[src/hdl/lookup2_byte_stream_hash_top_macros.svh]
// ----------------------------------------------------------------------------
// lookup2_byte_stream_hash_top_macros
// Assertion macros shared by the byte stream hash RTL.
// ----------------------------------------------------------------------------
`ifndef LOOKUP2_BYTE_STREAM_HASH_TOP_MACROS_SVH
`define LOOKUP2_BYTE_STREAM_HASH_TOP_MACROS_SVH

// same-cycle implication, disabled while in reset
`define L2BH_ASSERT_IMP(label, clk, rstn, ante, cons) \
    label: assert property (@(posedge clk) disable iff (!rstn) (ante) |-> (cons)) \
        else $error("l2bh: same-cycle check failed");

// next-cycle implication, disabled while in reset
`define L2BH_ASSERT_NXT(label, clk, rstn, ante, cons) \
    label: assert property (@(posedge clk) disable iff (!rstn) (ante) |=> (cons)) \
        else $error("l2bh: next-cycle check failed");

`endif

[src/hdl/l2bh_pkg.sv]
// ----------------------------------------------------------------------------
// l2bh_pkg
// Types, constants and the mix round shared by the byte stream hash.
// ----------------------------------------------------------------------------
package l2bh_pkg;

    localparam logic [31:0] INIT_AB     = 32'h9e3779b9;
    localparam logic [31:0] INIT_C      = 32'habcdef01;
    localparam int unsigned BLOCK_BYTES = 12;
    localparam logic [3:0]  BLOCK_LAST  = 4'(BLOCK_BYTES - 1);
    localparam int unsigned MIX_ROWS    = 9;

    typedef struct packed {
        logic [31:0] a;
        logic [31:0] b;
        logic [31:0] c;
    } words_t;

    localparam words_t INIT_WORDS = '{a: INIT_AB, b: INIT_AB, c: INIT_C};

    // sideband carried through a mix pipeline with its words
    typedef struct packed {
        logic   mix_en;  // apply the rounds; 0 passes words through untouched
        logic   fin;     // entry ends a key
        logic   both;    // block completed on the last byte: tail follows the mix
        words_t tail;    // added to the mixed or base words at the pipe exit
    } mix_ctl_t;

    // which word a round updates
    localparam logic [1:0] WORD_A = 2'd0;
    localparam logic [1:0] WORD_B = 2'd1;
    localparam logic [1:0] WORD_C = 2'd2;

    localparam logic [1:0] MIX_WORD [MIX_ROWS] = '{
        WORD_A, WORD_B, WORD_C, WORD_A, WORD_B, WORD_C, WORD_A, WORD_B, WORD_C
    };
    localparam logic [4:0] MIX_SHIFT [MIX_ROWS] = '{
        5'd13, 5'd8, 5'd13, 5'd12, 5'd16, 5'd5, 5'd3, 5'd10, 5'd15
    };

    // one round of the mix: x = (x - next - prev) ^ shifted(prev)
    function automatic words_t mix_row(input words_t w, input logic [3:0] row);
        words_t     r;
        logic [4:0] sh;
        r  = w;
        sh = MIX_SHIFT[row];
        case (MIX_WORD[row])
            WORD_A: begin
                r.a = (w.a - w.b - w.c) ^ (w.c >> sh);
            end
            WORD_B: begin
                r.b = (w.b - w.c - w.a) ^ (w.a << sh);
            end
            default: begin
                r.c = (w.c - w.a - w.b) ^ (w.b >> sh);
            end
        endcase
        return r;
    endfunction

endpackage

[src/hdl/l2bh_mix_pipe.sv]
// ----------------------------------------------------------------------------
// l2bh_mix_pipe
// Nine-stage mix pipeline, one round per stage, with a pass-through mode.
// ----------------------------------------------------------------------------
module l2bh_mix_pipe (
    input  logic               aclk,
    input  logic               aresetn,
    input  logic               adv,
    input  logic               in_valid,
    input  l2bh_pkg::words_t   in_words,
    input  l2bh_pkg::mix_ctl_t in_ctl,
    output logic               out_valid,
    output l2bh_pkg::words_t   out_words,
    output l2bh_pkg::mix_ctl_t out_ctl
);

    localparam int unsigned ROWS = l2bh_pkg::MIX_ROWS;

    logic [ROWS-1:0]    valid_reg;
    l2bh_pkg::words_t   words_reg [ROWS];
    l2bh_pkg::mix_ctl_t ctl_reg   [ROWS];

    for (genvar k = 0; k < ROWS; k++) begin : g_stage
        logic               src_valid;
        l2bh_pkg::words_t   src_words;
        l2bh_pkg::mix_ctl_t src_ctl;
        l2bh_pkg::words_t   words_next;

        if (k == 0) begin : g_first
            assign src_valid = in_valid;
            assign src_words = in_words;
            assign src_ctl   = in_ctl;
        end else begin : g_rest
            assign src_valid = valid_reg[k-1];
            assign src_words = words_reg[k-1];
            assign src_ctl   = ctl_reg[k-1];
        end

        assign words_next = src_ctl.mix_en ? l2bh_pkg::mix_row(src_words, 4'(k)) : src_words;

        always_ff @(posedge aclk) begin
            if (!aresetn) begin
                valid_reg[k] <= 1'b0;
            end else if (adv) begin
                valid_reg[k] <= src_valid;
            end
            if (adv) begin
                words_reg[k] <= words_next;
                ctl_reg[k]   <= src_ctl;
            end
        end
    end

    assign out_valid = valid_reg[ROWS-1];
    assign out_words = words_reg[ROWS-1];
    assign out_ctl   = ctl_reg[ROWS-1];

endmodule

[config.mk]
export PLATFORM = sky130hd
export DESIGN_NAME = l2bh_mix_pipe
export DESIGN_NICKNAME = d
export VERILOG_FILES = /design/src/hdl/lookup2_byte_stream_hash_top_macros.svh /design/src/hdl/l2bh_pkg.sv /design/src/hdl/l2bh_mix_pipe.sv
export SDC_FILE = /design/constraint.sdc
export NUM_CORES = 2
export LEC_CHECK = 0
export ABC_AREA = 1
export BUFFER_PORTS_ARGS = -buffer_cell sky130_fd_sc_hd__buf_2
export CORE_UTILIZATION = 40
export CTS_CLUSTER_DIAMETER = 80
export DETAILED_ROUTE_END_ITERATION = 16
export MAX_ROUTING_LAYER = met4
export SLEW_MARGIN = 20
export SYNTH_ARGS = -nofsm -noshare
export SYNTH_HDL_FRONTEND = slang
export SYNTH_SLANG_ARGS = --single-unit
[constraint.sdc]
create_clock -name aclk -period 6.3 [get_ports aclk]
set_clock_uncertainty 0.15 [all_clocks]
set_input_delay 0.63 -clock aclk [delete_from_list [all_inputs] [get_ports aclk]]
set_output_delay 0.63 -clock aclk [all_outputs]
set_load 0.01 [all_outputs]
# Word level (Yosys, flattened, before mapping)
# Memory sizes are Yosys's and may differ from the RTL's.
# Cells that the tools add are included.
# op_classes
add_sub_neg	18
multipliers	0
div_mod_pow	0
n_lt_le_gt_ge	0
n_eq_ne	0
shift	0
n_mux	11
n_bitwise	9
reduce_logical	0
# op_table
operator	n
$sub 32x32->32	18
$mux 96	3
$mux 64	3
$mux 32	3
$xor 32x32->32	3
$xor 32x19->32	2
$xor 32x17->32	1
$xor 32x20->32	1
$xor 32x27->32	1
$xor 32x29->32	1
$mux 1	2
# word_totals
regBits	9
latch_bits	0
mem_bits_rw	1755
mem_bits_ro	0
input_bits	199
wordCells	49
mem_count	2
# memory_table
memory	depth	word_bits	rd	rd_clocked_by_memory_dff	write_ports	line_no	rtl
ctl_reg	9	99	9	0	9	l2bh_mix_pipe.sv:21	l2bh_pkg::mix_ctl_t ctl_reg [ROWS];
words_reg	9	96	9	0	9	l2bh_mix_pipe.sv:20	l2bh_pkg::words_t words_reg [ROWS];

# Logic depth before layout (Yosys ltp)
# depth
word_depth	4
depth_mapped	17

# Worst setup path after synthesis
# OpenSTA, ideal clock, no wires.
# synth_timing
path_type	in2reg
start	input port in_words[10] in the netlist's numbering
end	memory words_reg[0][76] in the netlist's numbering (data pin)
setup_time_ns	0.254
arrival_ns	2.294
setup_slack_ns	3.602
cell_stages	10
path_buffers	0
cell_sequence	inv_1 fa_1 ha_1 nand2_1 inv_1 a21oi_1 nand3_1 or2_2 nand3_1 nand2_1
# synth_lines
element	line_no	rtl
start, declared	l2bh_mix_pipe.sv:10	input l2bh_pkg::words_t in_words,
end, declared	l2bh_mix_pipe.sv:20	

==> summary.txt <==
Worst setup path
  • Critical Path Fanout Max: 4
  • Crit end category: flop
  • Arrival @ worst endpoint: approximately 3800 ps
  • Top cell by count, worst path: nand2_1
  • Slowest cell on the critical path: edfxtp_1
  • Crit-path cells: inv_1 > fa_1 > ha_1 > nand2_1 > nor2_1 > nand2_1 > nor2_1 > nand2_1 > nand2_1 > nand2_1 > nand3_1 > nand2_1
  • Crit-path max cell delay: about 570 ps
  • Critical path startpoint category: flop
  • Req. time, crit path: 6720 ps
  • Setup CP Type: reg -> reg

Placed design
  • DP HPWL: 180 mm
  • GPL Wtd Cong: 0.952
  • Cells after DPL: ~11000
  • Placed Area: 0.0931 mm^2
  • PortBufs: 394

Detailed routing
  • 1st-pass router iterations: 5
  • Routed Antenna Nets: 0
  • DR vias/cell: 4.64
  • Final WL: roughly 230 mm
  • WL per Instance: 18.9 um
  • Total number of vias: ~56000
  • Initial DRC count: 3532
  • Residual DRC count: 0

Timing
  • Final slew viol count: 0
  • Final hold violation count: 0
  • Slew HR: 34.2%
  • Endpoints failing setup: 0
  • Tmin final: 3350 ps
  • Least-Margin Pin Slew: between 900 and 1000 ps
  • RSZ-0062 raised after global routing: no
  • Setup TNS: 0 ps
  • Tcrit/Tclk final: approximately 53%
  • Fmax: 299 MHz

Final layout
  • Most frequent cells in the layout: nand2_1, edfxtp_1, inv_1
  • Fin cells: 12000
  • Fin util: 46.8%
  • Fillers: ~20000
  • Final Cell Area: 0.102 mm^2
  • Max FFs per register: 891
  • Antenna cell count: 0
  • Area delta synth->final: 16.3%
  • Layout cells sized above 1: under 10%
  • Most common cell after layout, fill and taps aside: nand2_1
  • Final Net Count: 9773

Global routing
  • Initial antenna violation count: 1
  • Total GRT Usage: a little over a fifth
  • Largest net degree at the start of global routing: 191
  • Number of global-route vias before repair: 58300
  • Wire length of the first global-routing pass: 342 mm
  • Grt total ovfl: 0

Clocking
  • CTS tree: built
  • Post-CTS setup buffer count: 0
  • Htree depth: 4
  • CTS Root Cell: clkbuf_16
  • Clock buffer depth: 3
  • Worst-Skew Late Latency: around 840 ps
  • Cts bufs inserted: 193
  • Clock sink count: 1764
  • CTS clk-pin slew, worst paths: 60 ps

Pwr
  • Net load switching power: about 23 mW
  • PD cells: 521 mW/mm^2
  • Sequential fraction of design power: roughly 32%
  • Pleak: approximately 46 nW
  • Internal cell power: roughly 30 mW
  • Peak VDD IR: 308 uV
  • Switching part of the total: 42.6%
  • Comb power frac: a little under half
  • Power share of the clock group: 21.5%
  • Power, Total: 53.0 mW

Synth
  • Net count after synthesis: 9005
  • Number of synthesized register bits: 1764
  • Cell area after synthesis: 0.0874 mm^2
  • Top FF cell, synth: edfxtp_1
  • Register area share after synthesis: 60.5%
  • Mapped Cells: 8236
  • Synth cell types: 37
  • Syn_area_per_cell: 10.6 um^2
  • Fraction of registers with async set or reset after synthesis: 0%
  • Ys Warns: 0
  • Post-synth EDFFs: about 1800

Floorplanning
  • Initial Utilization: between 40% and 50%
  • Die area: around 0.22 mm^2
  • Floorplan row count: roughly 170
  • Core area: 0.217 mm^2
  • Die width: 469 um
  • Number of primary I/O pins: 395
  • Die Y: 469 um

Min path
  • Hold WC Path Type: in -> reg

Run
  • Max_cap viols: 0

Run status
  • Status: finished clean
## synth_stat cells (all sizes together) (9+ instances only)
library cell / count / share of area [%]
nand4: 25 / 0.18
o21ai: 102 / 0.58
a21o: 11 / 0.094
clkbuf: 43 / 0.18
nor2: 391 / 1.7
xnor2: 119 / 1.2
o21bai: 16 / 0.14
edfxtp: 1755 / 60
or2: 57 / 0.41
buf: 16 / 0.082
fa: 273 / 6.3
nand3: 339 / 2.0
nand2: 2655 / 12
nand3b: 81 / 0.70
ha: 297 / 4.3
inv: 1646 / 7.1
a21oi: 188 / 1.1
nor3: 26 / 0.15
dfxtp: 9 / 0.21
xor2: 163 / 1.6
## metrics by stage
step	worst slack, ps	hold WS, ps
finish	2950	99.7
global route	2810	114
CTS	2970	97.9
detailed placement	2890	255
global placement	2900	250
floorplan	3600	250
## power by group through the flow
stage / clock [mW] / combinational (mW) / sequential, mW
global placement: 0 / 24.1 / 17.4
CTS: 11.7 / 24.6 / 17.2
detailed placement: 0 / 24.4 / 17.4
floorplan: 0 / 17.0 / 16.4
finish: 11.4 / 24.5 / 17.1
global route: 12.2 / 27.5 / 17.3
## per-layer routing
| metal | track usage, % | vias up | share of wire [%] |
|---|---|---|---|
| met3 | 2.46 | 536 | 3.0 |
| met2 | 37.8 | 1209 | 51 |
| met4 | 11.9 | 0 | 6.3 |
| met5 | - | - | 0 |
| met1 | 23.1 | 26300 | 39 |
| li1 | - | 27800 | - |
## critical path, delay by kind of cell (launching register included)
| kind | cells | cell delay (ps) |
|---|---|---|
| simple gates | 9 | 1380 |
| fa+ha+maj | 2 | 900 |
| flops | 1 | 570 |
| buf+inv | 1 | 120 |
## worst paths after layout
kind / end / cells after the start / startpoint / slack (ps)
worst max register to register: words_reg[3][90] / 12 / words_reg[2][15] / 2950
worst min-delay path: words_reg[8][47] / 1 / adv / 100
worst min register to register: ctl_reg[8][54] / 0 / ctl_reg[7][54] / 240
worst max-delay path: words_reg[3][90] / 12 / words_reg[2][15] / 2950
## what timing repair did
action | 4_1_cts | 5_1_grt
resized for setup | 0 | 0
hold buffers | 197 | 0
hold endpoints to repair | 203 | 0
## kinds of logic (layout without fill, tap and decap cells)
logic type | Yosys count | count (layout) | share of synthesized area (%)
xor gates and xnor gates | 282 | 282 | 2.83
buffers and inverters | 1710 | 2642 | 7.36
DFF | 1764 | 1764 | 60.5
and+or+nand+nor | 3587 | 3587 | 16.9
AOI/OAI and AO/OA | 323 | 323 | 1.95
adders and majority gates | 570 | 570 | 10.5
## final cells by class
cell class	count	area (um^2)	share of cell area [%]
inverter	1651	6200	6.10
sequential	1764	52900	52.0
clock inverter	117	1430	1.41
timing repair buffer	632	4390	4.32
multi-input combinational	4762	28100	27.6
tap	2854	3570	3.51
clock buffer	242	5080	5.00
Power figures use the tool's default switching activity.
