`src/hdl/lookup2_byte_stream_hash_top_macros.svh`:
```
// ----------------------------------------------------------------------------
// lookup2_byte_stream_hash_top_macros
// Assertion macros shared by the byte stream hash RTL.
// ----------------------------------------------------------------------------
`ifndef LOOKUP2_BYTE_STREAM_HASH_TOP_MACROS_SVH
`define LOOKUP2_BYTE_STREAM_HASH_TOP_MACROS_SVH

// same-cycle implication, disabled while in reset
`define L2BH_ASSERT_IMP(label, clk, rstn, ante, cons) \
    label: assert property (@(posedge clk) disable iff (!rstn) (ante) |-> (cons)) \
        else $error("l2bh: same-cycle check failed");

// next-cycle implication, disabled while in reset
`define L2BH_ASSERT_NXT(label, clk, rstn, ante, cons) \
    label: assert property (@(posedge clk) disable iff (!rstn) (ante) |=> (cons)) \
        else $error("l2bh: next-cycle check failed");

`endif

```
`src/hdl/l2bh_pkg.sv`:
```
// ----------------------------------------------------------------------------
// l2bh_pkg
// Types, constants and the mix round shared by the byte stream hash.
// ----------------------------------------------------------------------------
package l2bh_pkg;

    localparam logic [31:0] INIT_AB     = 32'h9e3779b9;
    localparam logic [31:0] INIT_C      = 32'habcdef01;
    localparam int unsigned BLOCK_BYTES = 12;
    localparam logic [3:0]  BLOCK_LAST  = 4'(BLOCK_BYTES - 1);
    localparam int unsigned MIX_ROWS    = 9;

    typedef struct packed {
        logic [31:0] a;
        logic [31:0] b;
        logic [31:0] c;
    } words_t;

    localparam words_t INIT_WORDS = '{a: INIT_AB, b: INIT_AB, c: INIT_C};

    // sideband carried through a mix pipeline with its words
    typedef struct packed {
        logic   mix_en;  // apply the rounds; 0 passes words through untouched
        logic   fin;     // entry ends a key
        logic   both;    // block completed on the last byte: tail follows the mix
        words_t tail;    // added to the mixed or base words at the pipe exit
    } mix_ctl_t;

    // which word a round updates
    localparam logic [1:0] WORD_A = 2'd0;
    localparam logic [1:0] WORD_B = 2'd1;
    localparam logic [1:0] WORD_C = 2'd2;

    localparam logic [1:0] MIX_WORD [MIX_ROWS] = '{
        WORD_A, WORD_B, WORD_C, WORD_A, WORD_B, WORD_C, WORD_A, WORD_B, WORD_C
    };
    localparam logic [4:0] MIX_SHIFT [MIX_ROWS] = '{
        5'd13, 5'd8, 5'd13, 5'd12, 5'd16, 5'd5, 5'd3, 5'd10, 5'd15
    };

    // one round of the mix: x = (x - next - prev) ^ shifted(prev)
    function automatic words_t mix_row(input words_t w, input logic [3:0] row);
        words_t     r;
        logic [4:0] sh;
        r  = w;
        sh = MIX_SHIFT[row];
        case (MIX_WORD[row])
            WORD_A: begin
                r.a = (w.a - w.b - w.c) ^ (w.c >> sh);
            end
            WORD_B: begin
                r.b = (w.b - w.c - w.a) ^ (w.a << sh);
            end
            default: begin
                r.c = (w.c - w.a - w.b) ^ (w.b >> sh);
            end
        endcase
        return r;
    endfunction

endpackage

```
`src/hdl/l2bh_front.sv`:
```
// ----------------------------------------------------------------------------
// l2bh_front
// Byte assembly: packs key bytes into block words and issues mix requests.
// ----------------------------------------------------------------------------
`include "lookup2_byte_stream_hash_top_macros.svh"

module l2bh_front (
    input  logic               aclk,
    input  logic               aresetn,
    input  logic               accept,
    input  logic               adv,
    input  logic [7:0]         data_byte,
    input  logic               byte_present,
    input  logic               last_byte,
    input  l2bh_pkg::words_t   base_words,
    output logic               ent_valid,
    output l2bh_pkg::words_t   ent_words,
    output l2bh_pkg::mix_ctl_t ent_ctl
);

    logic [3:0]  pos_reg;
    logic [31:0] acc_a_reg;
    logic [31:0] acc_b_reg;
    logic [23:0] held_reg;
    logic [31:0] len_reg;

    logic [3:0]  pos_eff;
    logic [4:0]  lane_sh;
    logic [31:0] acc_a_next;
    logic [31:0] acc_b_next;
    logic [23:0] held_next;
    logic [31:0] len_next;
    logic [3:0]  pos_next;
    logic        block_done;

    logic               ent_valid_reg;
    l2bh_pkg::words_t   ent_words_reg;
    l2bh_pkg::mix_ctl_t ent_ctl_reg;
    l2bh_pkg::words_t   ent_words_next;
    l2bh_pkg::mix_ctl_t ent_ctl_next;

    // positions past the block end behave as the last position
    assign pos_eff    = (pos_reg > l2bh_pkg::BLOCK_LAST) ? l2bh_pkg::BLOCK_LAST : pos_reg;
    assign lane_sh    = {pos_eff[1:0], 3'b000};
    assign block_done = byte_present && (pos_eff == l2bh_pkg::BLOCK_LAST);

    always_comb begin
        acc_a_next = acc_a_reg;
        acc_b_next = acc_b_reg;
        held_next  = held_reg;
        len_next   = len_reg;
        pos_next   = pos_reg;
        if (byte_present) begin
            len_next = len_reg + 32'd1;
            pos_next = pos_eff + 4'd1;
            case (pos_eff[3:2])
                2'd0: begin
                    acc_a_next = acc_a_reg | (32'(data_byte) << lane_sh);
                end
                2'd1: begin
                    acc_b_next = acc_b_reg | (32'(data_byte) << lane_sh);
                end
                default: begin
                    if (!block_done) begin
                        held_next = held_reg | (24'(data_byte) << lane_sh);
                    end
                end
            endcase
        end
    end

    always_comb begin
        ent_ctl_next = '0;
        ent_ctl_next.fin = last_byte;
        if (block_done) begin
            ent_words_next.a      = base_words.a + acc_a_reg;
            ent_words_next.b      = base_words.b + acc_b_reg;
            ent_words_next.c      = base_words.c + {data_byte, held_reg};
            ent_ctl_next.mix_en   = 1'b1;
            ent_ctl_next.both     = last_byte;
            ent_ctl_next.tail.c   = len_next;
        end else begin
            // tail only: the base is picked up when the request leaves the mixer
            ent_words_next        = '0;
            ent_ctl_next.tail.a   = acc_a_next;
            ent_ctl_next.tail.b   = acc_b_next;
            ent_ctl_next.tail.c   = len_next + {held_next, 8'h00};
        end
    end

    always_ff @(posedge aclk) begin
        if (!aresetn) begin
            pos_reg       <= '0;
            acc_a_reg     <= '0;
            acc_b_reg     <= '0;
            held_reg      <= '0;
            len_reg       <= '0;
            ent_valid_reg <= 1'b0;
        end else begin
            if (accept) begin
                if (last_byte || block_done) begin
                    pos_reg   <= '0;
                    acc_a_reg <= '0;
                    acc_b_reg <= '0;
                    held_reg  <= '0;
                    len_reg   <= last_byte ? '0 : len_next;
                end else begin
                    pos_reg   <= pos_next;
                    acc_a_reg <= acc_a_next;
                    acc_b_reg <= acc_b_next;
                    held_reg  <= held_next;
                    len_reg   <= len_next;
                end
            end
            if (adv) begin
                ent_valid_reg <= accept && (last_byte || block_done);
            end
        end
        if (adv) begin
            ent_words_reg <= ent_words_next;
            ent_ctl_reg   <= ent_ctl_next;
        end
    end

    assign ent_valid = ent_valid_reg;
    assign ent_words = ent_words_reg;
    assign ent_ctl   = ent_ctl_reg;

    `L2BH_ASSERT_IMP(ap_pos_range, aclk, aresetn, 1'b1, pos_reg <= l2bh_pkg::BLOCK_LAST)
    `L2BH_ASSERT_NXT(ap_last_clears, aclk, aresetn, accept && last_byte, (pos_reg == '0) && (len_reg == '0))

endmodule

```
`config.mk`:
```
export PLATFORM = sky130hd
export DESIGN_NAME = l2bh_front
export DESIGN_NICKNAME = d
export VERILOG_FILES = /design/src/hdl/l2bh_pkg.sv /design/src/hdl/l2bh_front.sv
export VERILOG_INCLUDE_DIRS = /design/src /design/src/hdl
export SDC_FILE = /design/constraint.sdc
export NUM_CORES = 1
export LEC_CHECK = 0
export ABC_AREA = 1
export BUFFER_PORTS_ARGS = -buffer_cell sky130_fd_sc_hd__buf_2
export CAP_MARGIN = 20
export CORE_MARGIN = 2
export CORE_UTILIZATION = 46
export CTS_BUF_LIST = sky130_fd_sc_hd__clkbuf_4 sky130_fd_sc_hd__clkbuf_8
export CTS_CLUSTER_SIZE = 25
export DETAILED_ROUTE_END_ITERATION = 8
export PLACE_DENSITY = 0.67
export SETUP_SLACK_MARGIN = 0.02
export SYNTH_ARGS = -nofsm -noshare
export SYNTH_HDL_FRONTEND = slang
export SYNTH_SLANG_ARGS = --single-unit
```
`constraint.sdc`:
```
create_clock -name aclk -period 3.97 [get_ports aclk]
set_clock_uncertainty 0.15 [all_clocks]
set_input_delay 0.397 -clock aclk [delete_from_list [all_inputs] [get_ports aclk]]
set_output_delay 0.397 -clock aclk [all_outputs]
set_load 0.01 [all_outputs]
```
=== After elaboration in Yosys (flattened, before gate mapping) ===
Index checks and enable logic that the tools add are counted.

* Input port bits: 110
* Logic and storage cells: 54
* Register bits: 320

* Shifts and indexed selects: 2
* Eq/ne operators: 2
* Add/subtract/negate cells: 6
* Reductions and logical operators: 7
* $lt $le $gt $ge: 1
* Bitwise gates (word level): 3
* Mux-type cells: 18

{| class="wikitable"
|+ Operator list
! cell !! number
|-
| 2-to-1 mux 32 bit || 10
|-
| adder 32 bit || 4
|-
| 2-to-1 mux 24 bit || 4
|-
| bitwise OR 32 bit || 2
|-
| adder 32 x 1 -> 32 bit (second input constant) || 1
|-
| left shift 8 x 5 -> 32 bit || 1
|-
| bitwise OR 24 bit || 1
|-
| left shift 8 x 5 -> 24 bit || 1
|-
| 2-to-1 mux 4 bit || 3
|-
| adder 4 x 1 -> 4 bit (second input constant) || 1
|-
| == test 4 bit (second input constant) || 1
|-
| > comparator 4 bit (second input constant) || 1
|-
| == test 2 x 1 -> 1 bit (second input constant) || 1
|-
| logical AND 1 bit || 2
|-
| logical NOT 2 bit || 1
|-
| AND reduction 2 bit || 1
|-
| nonzero test 2 bit || 1
|-
| OR reduction 2 bit || 1
|-
| logical OR 1 bit || 1
|-
| 2-to-1 mux 1 bit || 1
|}

=== Logic depth before layout (Yosys ltp) ===
* Word-level depth: 9
* Mapped depth: 23
* Mapped depth without buffers: 22

=== Worst setup path before layout ===
Ideal clock, no wire load.

* Path type: reg2reg
* Start point: reg len_reg[0]
* End point: reg ent_ctl_reg, in the netlist ent_ctl[17] (data pin)
* Arrival time: 2782 ps
* Data required time: 3567 ps
* Stages on the path, launching flop included: 18
* Path slack: 785 ps
* Path through: dfxtp_1 ha_1 nand2_2 nor2_2 nand3b_1 or2_2 nand2_1 inv_1 ha_1 or2_2 and2_1 nand2_1 nand2_1 nand2_1 nand2_1 or2_2 nand3_1 nand2_1

{| class="wikitable"
|+ RTL lines
! item !! RTL line !! text
|-
| start: declaration || l2bh_front.sv:25 || <nowiki>logic [31:0] len_reg;</nowiki>
|-
| start signal: assignment || l2bh_front.sv:106 || <nowiki>len_reg <= last_byte ? '0 : len_next;</nowiki>
|-
| start signal: assignment || l2bh_front.sv:112 || <nowiki>len_reg <= len_next;</nowiki>
|-
| end signal: assignment || l2bh_front.sv:121 || <nowiki>ent_ctl_reg <= ent_ctl_next;</nowiki>
|-
| end: declaration || l2bh_front.sv:38 || <nowiki>l2bh_pkg::mix_ctl_t ent_ctl_reg;</nowiki>
|}

==> out/qor.tcl <==
set qor(cts_made_buffers) 55
set qor(sequential_area_share_after_synthesis_pct) 42.06
set qor(htree_num_levels) 2
set qor(initialDrtViolationCount) 1655
set qor(syn-num-nets) 2901
set qor(timing.final.setup_violations) 0
set qor(antenna_violating_nets_post_route) 0
set qor(yosysTopAreaCell) {edfxtp_1}
set qor(critPathCaptureType) {flop}
set qor(drive_gt1_share_pct) 15.64
set qor(dominantRegCellSynth) {edfxtp_1}
set qor(ir_drop_v) 0.0002661
set qor(synth-seq-cells) 320
set qor(main_combinational_cell_family_by_area_after_synthesis) {simple AND/OR/NAND/NOR gates}
set qor(clockRootBuffer) {clkbuf_8}
set qor(netlist_instances) 2670
set qor(place_inst) 3524
set qor(wire_length_of_the_first_global_routing_pass_um) 102900
set qor(worstSkewPairLatency_ns) 0.69
set qor(clock_path_buffers) 3
set qor(run_status) {finished, final reports clean}
set qor(worst-endpoint-arrival_ns) 3.91
set qor(fmaxAchievable_mhz) 274.0
set qor(critical_path_peak_fanout) 6
set qor(finalWirelength_um) 67950
set qor(vias_in_the_first_global_route) 18260
set qor(num_vias) 19410
set qor(place_ws_ns) 0.3551
set qor(placed_wire_length_estimate_after_detailed_placement_um) 53510
set qor(die_width_um) 211.9
set qor(gr-usage-all-layers_pct) 30.07
set qor(final-hold-violation-count) 0
set qor(critical_path_launch_point_type) {flop}
set qor(average_wire_per_cell_in_the_routed_design_um) 18.70
set qor(worstMarginPinSlew_ns) 0.8503
set qor(synth.cell_area_um2) 19870
set qor(synth-adder-area-share_pct) 7.769
set qor(total_neg_setup_slack_ns) 0
set qor(place_area_um2) 22050
set qor(power.density_nw_per_um2) 328.3
set qor(yosys.area_share.xor_xnor_pct) 1.335
set qor(cellLeakagePower_nw) 10.66
set qor(antenna-diode-count) 0
set qor(placeable_core_area_um2) 42890
set qor(port_buffers) 305
set qor(criticalPathCategory) {reg -> reg}
set qor(area_growth_syn_to_layout_pct) 17.57
set qor(post-layout-total-power_w) 0.007670
set qor(compound_gate_portion_of_the_synthesized_area_pct) 14.26
set qor(timing.final.max_slew_violations) 0
set qor(grt_max_degree) 176
set qor(die_area_um2) 44880
set qor(rows) 76
set qor(firstDrtPassIters) 5
set qor(final_cell_area_um2) 23360
set qor(tritoncts_num_sinks) 320
set qor(timing.critical_path.required_ns) 4.23
set qor(warning_count_from_the_yosys_run) 0
set qor(avgViaCountPerCell) 5.341
set qor(grt_antenna_before_repair) 0
set qor(maxSlewHeadroom_pct) 43.31
set qor(layout.nets) 3234
set qor(post_synth_and_or_nand_nor_area_fraction_pct) 28.30
set qor(detail_route.drc_violations) 0
set qor(rsz0062_at_grt) {no}
set qor(initial_core_util_pct) 46.34
set qor(cts.clk_slew.worst_paths_ns) 0.07
set qor(finalCriticalPeriod_ns) 3.650
set qor(max_reg_flops) 99
set qor(maxCapViolCount) 0
set qor(postSynth.asyncResetShare_pct) 0
set qor(finalWeightedCongestion) 0.9515
set qor(netlist-cell-type-count) 46
set qor(syn_area_per_cell_um2) 7.443
set qor(fin_crit_sh_pct) 91.94
set qor(cells_taking_the_most_area_after_synthesis) {edfxtp_1, dfxtp_1, nand2_1}
set qor(worst_hold_class) {in -> reg}
set qor(setup_slack_of_the_critical_path_after_layout_ns) 0.3201
set qor(overflow) 0
set qor(muxShareOfSynthArea_pct) 0
set qor(cts_tree) {done}
set qor(post_layout_nonfiller_instances) 3634
set qor(die_span_in_y_um) 211.9
set qor(synth_enable_flop_cells) 195
set qor(area_fraction_of_the_dominant_cell_type_after_synthesis_pct) 29.47
set qor(pin_count) 306
[metrics by stage]
stage | util, % | hold slack, ns
3_3_place_gp | 51.36 | 0.3205
5_1_grt | 54.48 | 0.05685
6_report | 54.48 | 0.06137
4_1_cts | 54.47 | 0.01986
3_5_place_dp | 51.42 | 0.3275
2_1_floorplan | - | 0.3084
[kinds of logic (layout without fill, tap and decap cells)]
logic type	Yosys count	after routing
AND/OR/NAND/NOR	1368	1368
AO/OA/AOI/OAI	530	530
flip-flops	320	320
buffers and inverters	305	684
adder cells (fa/ha/maj)	121	121
XOR/XNOR	26	26
[layout by cell type (no fill, tap or decap), drive strengths merged, types with 2 or more instances in the layout]
cell         synthesis  routed
nand2              661     661
nor2               467     467
buf                 31     327
a21oi              303     303
inv                245     247
edfxtp             195     195
o21ai              152     152
dfxtp              125     125
ha                 117     117
nand3               93      93
nor3                88      88
clkbuf              28      88
nand4               31      31
o21bai              26      26
xor2                15      15
nand3b              12      12
o21a                12      12
a31oi               12      12
xnor2               11      11
clkinv               1      11
nor4                 8       8
a21boi               8       8
a21o                 7       7
dlygate4sd3          0       7
a31o                 5       5
or2                  5       5
a211oi               4       4
fa                   4       4
and2                 2       2
clkinvlp             0       2
bufinv               0       2
[worst max-delay path, stage by stage, from the launching register on]
cell      delay (ns)
dfxtp_1         0.41
ha_1            0.24
nand2_2         0.08
nor2_2          0.21
nand3_2         0.17
nor2_4          0.23
nand2_1         0.11
o21bai_1        0.18
nand2_1         0.07
inv_1           0.18
ha_1            0.33
nand2_1         0.17
nor2_1          0.17
nand2_1         0.08
nor2_1          0.09
nand2_1         0.08
nand4_1         0.10
nand3_1         0.12
nor2_1          0.14
nor2_1          0.06
[timing repair]
| item | 4_1_cts | 5_1_grt |
|---|---|---|
| setup buffers | 0 | 0 |
| gates resized for setup | 0 | 1 |
| endpoints found under the hold margin | 10 | 0 |
| endpoints found under the setup margin | 0 | 1 |
| hold buffers | 7 | 0 |
[synth_stat cells, types with 14 or more instances]
cell,instances
nand2_1,655
nor2_1,456
a21oi_1,303
inv_1,239
edfxtp_1,195
o21ai_0,150
dfxtp_1,125
ha_1,117
nand3_1,91
nor3_1,85
nand4_1,31
clkbuf_1,28
o21bai_1,25
buf_2,14
[report_power, final]
group	total, W	switching (W)	internal [W]
Sequential	0.00363	0.0000337	0.00360
Clock	0.00333	0.00145	0.00188
Combinational	0.000708	0.000487	0.000221
Total	0.00767	0.00197	0.00570
[final cells by class]
| cell class | instances | area [µm²] |
|---|---|---|
| Fill cell | 4163 | 19520 |
| Sequential cell | 320 | 8358 |
| Clock buffer | 87 | 1091 |
| Timing Repair Buffer | 335 | 1836 |
| Multi-Input combinational cell | 2045 | 10270 |
| Clock inverter | 16 | 146.4 |
| Inverter | 246 | 925.9 |
| Tap cell | 585 | 732.0 |
[metal layers]
metal  vias to the layer above  global-route usage [%]  part of all wire [%]
li1                       9647                       -                     -
met1                      8866                   38.41                    42
met2                       770                   50.92                    47
met3                       128                   5.207                   7.0
met4                         0                   11.24                   3.7
met5                         -                       0                     0
[path summary, 6_finish.rpt]
check	start	endpoint	slack, ns	cells past startpoint
worst max-delay path	len_reg[0]$_SDFFE_PN0P_	ent_ctl[31]$_DFFE_PP_	0.32	19
worst min-delay path	accept	acc_b_reg[1]$_SDFFE_PN0P_	0.06	3
worst max register to register	len_reg[0]$_SDFFE_PN0P_	ent_ctl[31]$_DFFE_PP_	0.32	19
worst min register to register	len_reg[30]$_SDFFE_PN0P_	len_reg[30]$_SDFFE_PN0P_	0.34	2
No activity file was read; power rests on OpenSTA's default activity.
